`config.mk`:
```
export PLATFORM = sky130hd
export DESIGN_NAME = longest_prefix_match_router_core
export DESIGN_NICKNAME = d
export VERILOG_FILES = /design/src/design/lpmr_pkg.sv /design/src/design/longest_prefix_match_router_core.sv
export SDC_FILE = /design/constraint.sdc
export NUM_CORES = 2
export LEC_CHECK = 0
export ABC_CLOCK_PERIOD_IN_PS = 16100
export CAP_MARGIN = 20
export CORE_MARGIN = 5
export CORE_UTILIZATION = 45
export DETAILED_ROUTE_END_ITERATION = 8
export DONT_BUFFER_PORTS = 1
export MAX_ROUTING_LAYER = met4
export PLACE_DENSITY = 0.71
export SLEW_MARGIN = 20
export SYNTH_ARGS = -nofsm -noshare
export SYNTH_HDL_FRONTEND = slang
export SYNTH_SLANG_ARGS = --single-unit
```
`constraint.sdc`:
```
create_clock -name clock -period 16.1 [get_ports clock]
set_input_delay 3.22 -clock clock [delete_from_list [all_inputs] [get_ports clock]]
set_output_delay 3.22 -clock clock [all_outputs]
set_load 0.05 [all_outputs]
```
`src/design/lpmr_pkg.sv`:
```
`default_nettype none

package lpmr_pkg;

   localparam int ADDR_W   = 32;
   localparam int LEN_W    = 6;
   localparam int IF_W     = 3;
   localparam int TTL_W    = 8;
   localparam int STATUS_W = 3;

   localparam logic [LEN_W-1:0] LEN_MAX = 6'd32;

   localparam logic OP_ADD   = 1'b0;
   localparam logic OP_ROUTE = 1'b1;

   typedef enum logic [STATUS_W-1:0] {
      STATUS_FORWARDED = 3'd0,
      STATUS_TTL_DROP  = 3'd1,
      STATUS_NO_ROUTE  = 3'd2,
      STATUS_ADDED     = 3'd3,
      STATUS_DUPLICATE = 3'd4,
      STATUS_FULL      = 3'd5
   } status_type;

   typedef struct packed {
      logic [ADDR_W-1:0] prefix;
      logic [LEN_W-1:0]  length;
      logic [IF_W-1:0]   iface;
      logic [ADDR_W-1:0] gateway;
      logic              direct;
   } route_entry_type;

   // Mask with the leading len bits set; len is already limited to 32.
   function automatic logic [ADDR_W-1:0] len_mask(input logic [LEN_W-1:0] len);
      logic [2*ADDR_W-1:0] shifted;
      shifted = {{ADDR_W{1'b1}}, {ADDR_W{1'b0}}} >> len;
      return ~shifted[2*ADDR_W-1:ADDR_W];
   endfunction

endpackage

`default_nettype wire

```
`src/design/longest_prefix_match_router_core.sv`:
```
`default_nettype none

// IPv4 route table with longest-prefix lookup. A word is taken when start is high and
// busy is low; its single result appears on the rsp_ ports for exactly one cycle with
// rsp_strobe high, and the receiver cannot stall it, so it must take every result as it
// comes. Add and route both scan the stored routes one entry per cycle through the single
// read port of the route memory; for a route with a TTL of 0 or 1, or any word while the
// table is empty, the scan is skipped and the result is made in the finish state.
// busy falls in the cycle the result is shown, so the next word may be taken at that edge.
// Routes fill the table from slot 0 upward and are never removed, so a fill count stands
// for the valid bits and reset empties the table at once.
module longest_prefix_match_router_core
   import lpmr_pkg::*;
#(
   parameter int TABLE_ENTRIES = 32
) (
   input  wire logic                clock,
   input  wire logic                reset,
   input  wire logic                start,
   output logic                     busy,
   input  wire logic                req_operation,
   input  wire logic [ADDR_W-1:0]   req_key_address,
   input  wire logic [LEN_W-1:0]    req_prefix_length,
   input  wire logic                req_has_next_hop,
   input  wire logic [ADDR_W-1:0]   req_next_hop_address,
   input  wire logic [IF_W-1:0]     req_interface_index,
   input  wire logic [TTL_W-1:0]    req_time_to_live,
   output logic                     rsp_strobe,
   output logic [STATUS_W-1:0]      rsp_status,
   output logic [IF_W-1:0]          rsp_out_interface,
   output logic [ADDR_W-1:0]        rsp_out_next_hop,
   output logic [TTL_W-1:0]         rsp_ttl_out
);

   localparam int AW = (TABLE_ENTRIES > 1) ? $clog2(TABLE_ENTRIES) : 1;
   localparam int CW = $clog2(TABLE_ENTRIES + 1);

   typedef enum logic [2:0] {
      ST_IDLE   = 3'b001,
      ST_SCAN   = 3'b010,
      ST_FINISH = 3'b100
   } state_type;

   route_entry_type table_mem [TABLE_ENTRIES];
   route_entry_type rd_data_ff;

   state_type         state_ff, state_in;
   logic [CW-1:0]     count_ff, count_in;
   logic [AW-1:0]     rd_addr_ff, rd_addr_in;
   logic              issuing_ff, issuing_in;
   logic              rd_valid_ff, rd_last_ff;
   logic              hit_ff, hit_in;

   logic              op_ff;
   logic [TTL_W-1:0]  ttl_ff;
   route_entry_type   new_entry_ff, new_entry_in;
   logic [LEN_W-1:0]  best_len_ff, best_len_in;
   logic [IF_W-1:0]   best_iface_ff, best_iface_in;
   logic [ADDR_W-1:0] best_nh_ff, best_nh_in;

   logic              rsp_strobe_ff, rsp_strobe_in;
   status_type        rsp_status_ff, rsp_status_in;
   logic [IF_W-1:0]   rsp_iface_ff, rsp_iface_in;
   logic [ADDR_W-1:0] rsp_nh_ff, rsp_nh_in;
   logic [TTL_W-1:0]  rsp_ttl_ff, rsp_ttl_in;

   logic              accept;
   logic              last_issue;
   logic              table_full;
   logic              entry_match;
   logic              mem_we;
   logic [LEN_W-1:0]  req_len;
   logic [ADDR_W-1:0] cmp_mask;

   assign busy   = (state_ff != ST_IDLE);
   assign accept = start && !busy;

   assign req_len    = (req_prefix_length > LEN_MAX) ? LEN_MAX : req_prefix_length;
   assign last_issue = (CW'(rd_addr_ff) == (count_ff - CW'(1)));
   assign table_full = (count_ff == CW'(TABLE_ENTRIES));

   // The one compare unit: prefix match on a route, exact prefix and length on an add.
   assign cmp_mask = len_mask(rd_data_ff.length);
   always_comb begin
      if (op_ff == OP_ROUTE) begin
         entry_match = ((new_entry_ff.prefix & cmp_mask) == rd_data_ff.prefix)
                       && (!hit_ff || (rd_data_ff.length > best_len_ff));
      end else begin
         entry_match = (rd_data_ff.prefix == new_entry_ff.prefix)
                       && (rd_data_ff.length == new_entry_ff.length);
      end
   end

   always_comb begin
      new_entry_in = new_entry_ff;
      if (accept) begin
         new_entry_in.length  = req_len;
         new_entry_in.iface   = req_interface_index;
         new_entry_in.gateway = req_next_hop_address;
         new_entry_in.direct  = !req_has_next_hop;
         // A route keeps the raw destination; an add keeps the masked prefix.
         if (req_operation == OP_ROUTE) begin
            new_entry_in.prefix = req_key_address;
         end else begin
            new_entry_in.prefix = req_key_address & len_mask(req_len);
         end
      end
   end

   always_comb begin
      state_in      = state_ff;
      rd_addr_in    = rd_addr_ff;
      issuing_in    = issuing_ff;
      hit_in        = hit_ff;
      best_len_in   = best_len_ff;
      best_iface_in = best_iface_ff;
      best_nh_in    = best_nh_ff;
      count_in      = count_ff;
      mem_we        = 1'b0;
      rsp_strobe_in = 1'b0;
      rsp_status_in = rsp_status_ff;
      rsp_iface_in  = rsp_iface_ff;
      rsp_nh_in     = rsp_nh_ff;
      rsp_ttl_in    = rsp_ttl_ff;

      case (state_ff)
         ST_IDLE: begin
            if (accept) begin
               hit_in     = 1'b0;
               rd_addr_in = '0;
               if (count_ff == '0
                   || (req_operation == OP_ROUTE && req_time_to_live < 8'd2)) begin
                  state_in = ST_FINISH;
               end else begin
                  state_in   = ST_SCAN;
                  issuing_in = 1'b1;
               end
            end
         end
         ST_SCAN: begin
            if (issuing_ff) begin
               if (last_issue) begin
                  issuing_in = 1'b0;
               end else begin
                  rd_addr_in = rd_addr_ff + AW'(1);
               end
            end
            if (rd_valid_ff && entry_match) begin
               hit_in        = 1'b1;
               best_len_in   = rd_data_ff.length;
               best_iface_in = rd_data_ff.iface;
               best_nh_in    = rd_data_ff.direct ? new_entry_ff.prefix : rd_data_ff.gateway;
            end
            if (rd_valid_ff && rd_last_ff) begin
               state_in = ST_FINISH;
            end
         end
         ST_FINISH: begin
            state_in      = ST_IDLE;
            rsp_strobe_in = 1'b1;
            rsp_iface_in  = '0;
            rsp_nh_in     = '0;
            rsp_ttl_in    = '0;
            if (op_ff == OP_ROUTE) begin
               if (ttl_ff < 8'd2) begin
                  rsp_status_in = STATUS_TTL_DROP;
               end else if (hit_ff) begin
                  rsp_status_in = STATUS_FORWARDED;
                  rsp_iface_in  = best_iface_ff;
                  rsp_nh_in     = best_nh_ff;
                  rsp_ttl_in    = ttl_ff - 8'd1;
               end else begin
                  rsp_status_in = STATUS_NO_ROUTE;
               end
            end else begin
               if (hit_ff) begin
                  rsp_status_in = STATUS_DUPLICATE;
               end else if (table_full) begin
                  rsp_status_in = STATUS_FULL;
               end else begin
                  rsp_status_in = STATUS_ADDED;
                  mem_we        = 1'b1;
                  count_in      = count_ff + CW'(1);
               end
            end
         end
         default: begin
            state_in = ST_IDLE;
         end
      endcase
   end

   always_ff @(posedge clock) begin
      if (reset) begin
         state_ff      <= ST_IDLE;
         count_ff      <= '0;
         issuing_ff    <= 1'b0;
         rd_valid_ff   <= 1'b0;
         rd_last_ff    <= 1'b0;
         hit_ff        <= 1'b0;
         rsp_strobe_ff <= 1'b0;
      end else begin
         state_ff      <= state_in;
         count_ff      <= count_in;
         issuing_ff    <= issuing_in;
         rd_valid_ff   <= issuing_ff;
         rd_last_ff    <= issuing_ff && last_issue;
         hit_ff        <= hit_in;
         rsp_strobe_ff <= rsp_strobe_in;
      end
   end

   always_ff @(posedge clock) begin
      rd_addr_ff    <= rd_addr_in;
      new_entry_ff  <= new_entry_in;
      best_len_ff   <= best_len_in;
      best_iface_ff <= best_iface_in;
      best_nh_ff    <= best_nh_in;
      rsp_status_ff <= rsp_status_in;
      rsp_iface_ff  <= rsp_iface_in;
      rsp_nh_ff     <= rsp_nh_in;
      rsp_ttl_ff    <= rsp_ttl_in;
      if (accept) begin
         op_ff  <= req_operation;
         ttl_ff <= req_time_to_live;
      end
   end

   // Route memory: one write port at the fill count, one registered read port.
   always_ff @(posedge clock) begin
      if (mem_we) begin
         table_mem[count_ff[AW-1:0]] <= new_entry_ff;
      end
      rd_data_ff <= table_mem[rd_addr_ff];
   end

   assign rsp_strobe        = rsp_strobe_ff;
   assign rsp_status        = rsp_status_ff;
   assign rsp_out_interface = rsp_iface_ff;
   assign rsp_out_next_hop  = rsp_nh_ff;
   assign rsp_ttl_out       = rsp_ttl_ff;

endmodule

`default_nettype wire

```
* After elaboration in Yosys (flattened, before gate mapping) *
Memories as Yosys holds them, arrays and structs flattened. A register that Yosys moved wholly into a read port is not among the register bits.
Cells that the tools add are included.

operators by class
  add/subtract/negate cells = 4
  multiplexer cells = 32
  reductions and logical operators = 21
  bitwise operators = 7
  shifts and indexed selects = 2
  equality and inequality tests = 15
  order comparisons = 4

operator list
  operator                                                    number
  right shift 64 x 6 -> 64 bit, first input constant          2
  bitwise AND 32 bit                                          2
  equality test 32 bit                                        2
  2-to-1 mux 32 bit                                           2
  inverter 32 bit                                             2
  2-to-1 mux 3 bit                                            6
  less-than comparator 8 x 2 -> 1 bit, second input constant  2
  2-to-1 mux 5 bit                                            3
  2-to-1 mux 1 bit                                            14
  inequality test 2 bit, second input constant                6
  one-hot mux 5 bit (2 select lines)                          1
  AND reduction 4 bit                                         2
  subtractor 8 x 1 -> 8 bit, second input constant            1
  logical AND 1 bit                                           7
  adder 6 x 1 -> 6 bit, second input constant                 1
  equality test 5 x 6 -> 1 bit                                1
  equality test 6 bit                                         1
  equality test 6 bit, second input constant                  1
  > comparator 6 bit                                          1
  > comparator 6 bit, second input constant                   1
  logical NOT 6 bit                                           1
  2-to-1 mux 6 bit                                            1
  one-hot mux 3 bit (2 select lines)                          1
  AND reduction 3 bit                                         2
  other kinds (14)                                            22

storage, ports and cells
  output and inout bits = 48
  memories kept = 1
  word-level logic and storage cells = 108
  memory bits (writable) = 2368
  register bits after elaboration = 189

memories
  memory     words  bits a word  rd ports  clocked after memory_dff  write ports  line                                    source
  table_mem  32     74           1         1                         1            longest_prefix_match_router_core.sv:44  route_entry_type table_mem [TABLE_ENTRIES];

* Logic depth before layout (Yosys ltp) *
  word-level depth = 9
  gate-level depth with buffers = 11
  depth with buffers taken out = 9

* Worst setup path after synthesis *
OpenSTA, ideal clock, no wires.

  path type = register -> register
  from = register state_ff[1]
  to = memory table_mem[0][0] (netlist bit) (enable)
  stages on the path, launching flop included = 4
  clock period less this slack = 9.820 ns
  required time = 15.503 ns
  path slack = 6.280 ns
  arrival = 9.222 ns
  path through = dfxtp_1 nor3b_1 nand2_1 nor3_1

between the ends
  longest elaborated chain between the ends = 4

ends and longest elaborated chain
  what                                    line                                     source
  start: declaration                      longest_prefix_match_router_core.sv:47   state_type state_ff, state_in;
  start signal: assignment                longest_prefix_match_router_core.sv:203  state_ff <= state_in;
  equality test 3 bit                     longest_prefix_match_router_core.sv:126  case (state_ff)
  2-to-1 mux 1 bit                        longest_prefix_match_router_core.sv:126
  2-to-1 mux 1 bit                        longest_prefix_match_router_core.sv:231  if (mem_we) begin
  2-to-1 mux 1 bit (not written as such)  longest_prefix_match_router_core.sv:232  table_mem[count_ff[AW-1:0]] <= new_entry_ff;
  end: declaration                        longest_prefix_match_router_core.sv:44

Every way passes these cells.

* Final worst setup path *
  from = register state_ff[1]
  to = output port busy

between the ends
  longest elaborated chain between the ends = 1

ends and longest elaborated chain
  what                            line                                    source
  inequality test 3 x 1 -> 1 bit  longest_prefix_match_router_core.sv:75  assign busy = (state_ff != ST_IDLE);
  end: declaration                longest_prefix_match_router_core.sv:20  output logic busy,

Every way passes these cells.

==> results.tsv <==
metric	value	unit
initial_utilization	45.2	%
ys_types	60	
cp.required	12.88	ns
dr.pass1.iters	6	
synth_edf_count	2543	
grt_max_degree	157	
layout-drive-gt1-share	30.5	%
ctsHoldBuffers	0	
cts_root_buffer	clkbuf_16	
gr-usage-all-layers	22.1	%
syn_inst	4233	
h-tree-depth	4	
yosys_register_bits	2631	
synth_compound_area_share	0.796	%
overflow	0	
r2r_start	state_ff[1]$_SDFFE_PP0P_	
tightestPinTransition	1.17	ns
status	complete, no violations	
fin_crit_sh	31.8	%
cp_slowest_stage_delay	0.49	ns
syn_area	100000	µm²
min-delay-start	rd_data_ff[35]$_DFF_P_	
min_path_type	reg -> reg	
synth_ff_type	edfxtp_1	
grt_pass1_wl	354000	µm
io_pins	134	
first_global_vias	47307	
rsz0062_at_grt	no	
dieWidth	482	µm
synth_nets	4331	
dieArea	232000	µm²
worst_ep_arrival_time	1.90	ns
r2r_slack	11.01	ns
r2r_cells	7	
fp.coreArea	222000	µm²
rows	173	
final.setup.tns	0	ns
die_h	482	µm
antenna_found_initial	22	
leakage	34.7	nW
synth.mux.area_fraction	17.8	%
avgSynthCellArea	23.7	µm²
ys_seq_area_share	78.0	%
drcViolationCount	0	
end_kind	primary output	
critical-path-top-delay-family	buffers and inverters	
synth_adder_area_share	0.150	%
area_growth	12.9	%
critPathKind	reg -> out	
cts_inserted_buffers	239	
cts.sinks	2631	
async_flop_share	0	%
yosys.area_share.simple	1.64	%
post-dp-hpwl	133000	µm
ir_drop	0.123	mV
cp-start-kind	register	
synth_top_family_by_area	multiplexers	
rr_endpoint	table_mem[24][21]$_DFFE_PP_	
relSlewSlack	22.1	%
ctsResizeCount	0	
cap_violations	0	
cts.reportedPaths.clkPinSlew	0.07	ns
final.setup_skew	0.0677	ns
setup_viol	0	
cts_setup_buffers	0	
port_buffers	0	
synthXorXnorAreaFrac	0.568	%
wirelength	249000	µm
drt_iter0_drc	6599	
power.density	126	nW/µm²
viasPerCell	6.04	
ys_warn_count	0	
path_max_fanout	5	
routabilityCongestion	0.903	
worst-path-buf-inv	1	
crit_path_top_delay_cell	inv_1	
final_max_slew_viol_count	0	
max_freq	195	MHz
routed-via-count	46530	
clock_path_buffers	3	
min_to	best_iface_ff[2]$_DFFE_PP_	
postRouteAntennaNets	0	
timing.final.hold_violations	0	
wl_per_cell	32.3	µm
nets	4503	
clock_latency	0.90	ns
period_needed	5.12	ns
whs	0.434	ns
holdPathStages	0	
cts_tree	done	
timing.critical_path.cells	nor3b_1 > inv_1	
state kept, by name, indices dropped and copies added, names as in the netlist, 6 cells and up:
name,count
table_mem,2368
new_entry_ff,74
rd_data_ff,74
best_nh_ff,32
rsp_out_next_hop,32
rsp_ttl_out,8
ttl_ff,8
best_len_ff,6
count_ff,6
worst max-delay path by stage:
stage,start,to,slack [ns],cells past startpoint
floorplan,state_ff[1]$_SDFFE_PP0P_,table_mem[0][0]$_DFFE_PP_,6.28,3
global placement,state_ff[2]$_SDFFE_PP0P_,table_mem[21][59]$_DFFE_PP_,11.04,7
detailed placement,state_ff[1]$_SDFFE_PP0P_,table_mem[25][15]$_DFFE_PP_,11.04,7
CTS,state_ff[1]$_SDFFE_PP0P_,busy,10.87,2
global route,state_ff[0]$_SDFFE_PP1P_,busy,10.74,2
finish,state_ff[1]$_SDFFE_PP0P_,busy,10.98,2
synthesized netlist by cell type (7+ instances only):
master / n / area, µm²
mux2_2: 106 / 1190
o21ai_0: 30 / 150
or3_1: 7 / 43.8
xnor2_1: 28 / 245
nor3_1: 10 / 50.1
nor4_1: 16 / 100
buf_2: 62 / 310
a21oi_1: 22 / 110
a21boi_0: 17 / 128
clkbuf_1: 122 / 458
buf_1: 29 / 109
mux4_2: 740 / 16700
dfxtp_1: 88 / 1760
xor2_1: 37 / 324
edfxtp_1: 2543 / 76400
nand3_1: 28 / 140
and2_1: 43 / 269
ha_1: 12 / 150
inv_1: 34 / 128
nand2_1: 51 / 191
nor2_1: 73 / 274
nor2b_1: 25 / 156
nand4_1: 17 / 106
metrics by stage:
stage                     power, mW  std cells  setup WS (ns)  utilization (%)  instance area, µm²
after detailed placement       8.54       7130          11.04             47.1              104000
after CTS                      14.4       7585          10.87             50.8              113000
final                          14.3       7710          10.98             51.0              113000
after global placement         8.53       7129          11.04             47.1              104000
after floorplan                8.26       4233           6.28                -              100000
after global routing           14.7       7703          10.74             51.0              113000
layout by cell type (no fill, tap or decap), types with 33 or more instances in the layout:
master / synthesis / routed
xor2_1: 37 / 37
nor2_1: 73 / 40
buf_4: 0 / 126
dfxtp_1: 88 / 87
clkbuf_16: 0 / 242
mux2_2: 106 / 106
mux4_2: 740 / 740
nand2_1: 51 / 51
and2_1: 43 / 43
clkinv_2: 0 / 36
clkbuf_1: 122 / 52
edfxtp_1: 2543 / 2543
diode_2: 0 / 116
inv_1: 34 / 33
worst reg2reg max path, delay by kind of cell, from the launching register on:
kind,cells,cell delay [ns]
simple gates,5,2.59
flops,1,0.36
buf+inv,2,1.50
layer usage:
layer / vias to the layer above / global-route usage (%) / share of wire (%)
met5: - / - / 0
met4: 0 / 9.48 / 4.9
met3: 424 / 3.50 / 8.5
met2: 2680 / 35.0 / 49
met1: 24970 / 28.8 / 37
li1: 18456 / - / -
logic make-up (layout without fill, tap and decap cells):
| logic type | after synthesis | after routing |
|---|---|---|
| buffers and inverters | 248 | 634 |
| DFF | 2631 | 2631 |
| xor gates and xnor gates | 65 | 65 |
| AOI/OAI and AO/OA | 118 | 118 |
| muxes | 848 | 848 |
| adders and majority gates | 12 | 12 |
| and+or+nand+nor | 311 | 311 |
| other | 0 | 116 |
power by group:
group / internal, mW / switching, mW
registers: 7.59 / 0.0900
clock network: 3.38 / 2.51
logic: 0.301 / 0.423
total: 11.3 / 3.02
area by class of cell:
class,count,area (µm²)
multi-input cells,1354,21300
flip-flops and latches,2631,78100
clock buffers,317,6570
inverters,34,133
repair buffers,145,1280
clock inverters,138,1700
fillers,16741,109000
diodes,116,290
well taps,2975,3720
Note: power is estimated with default switching activity, not from simulation.
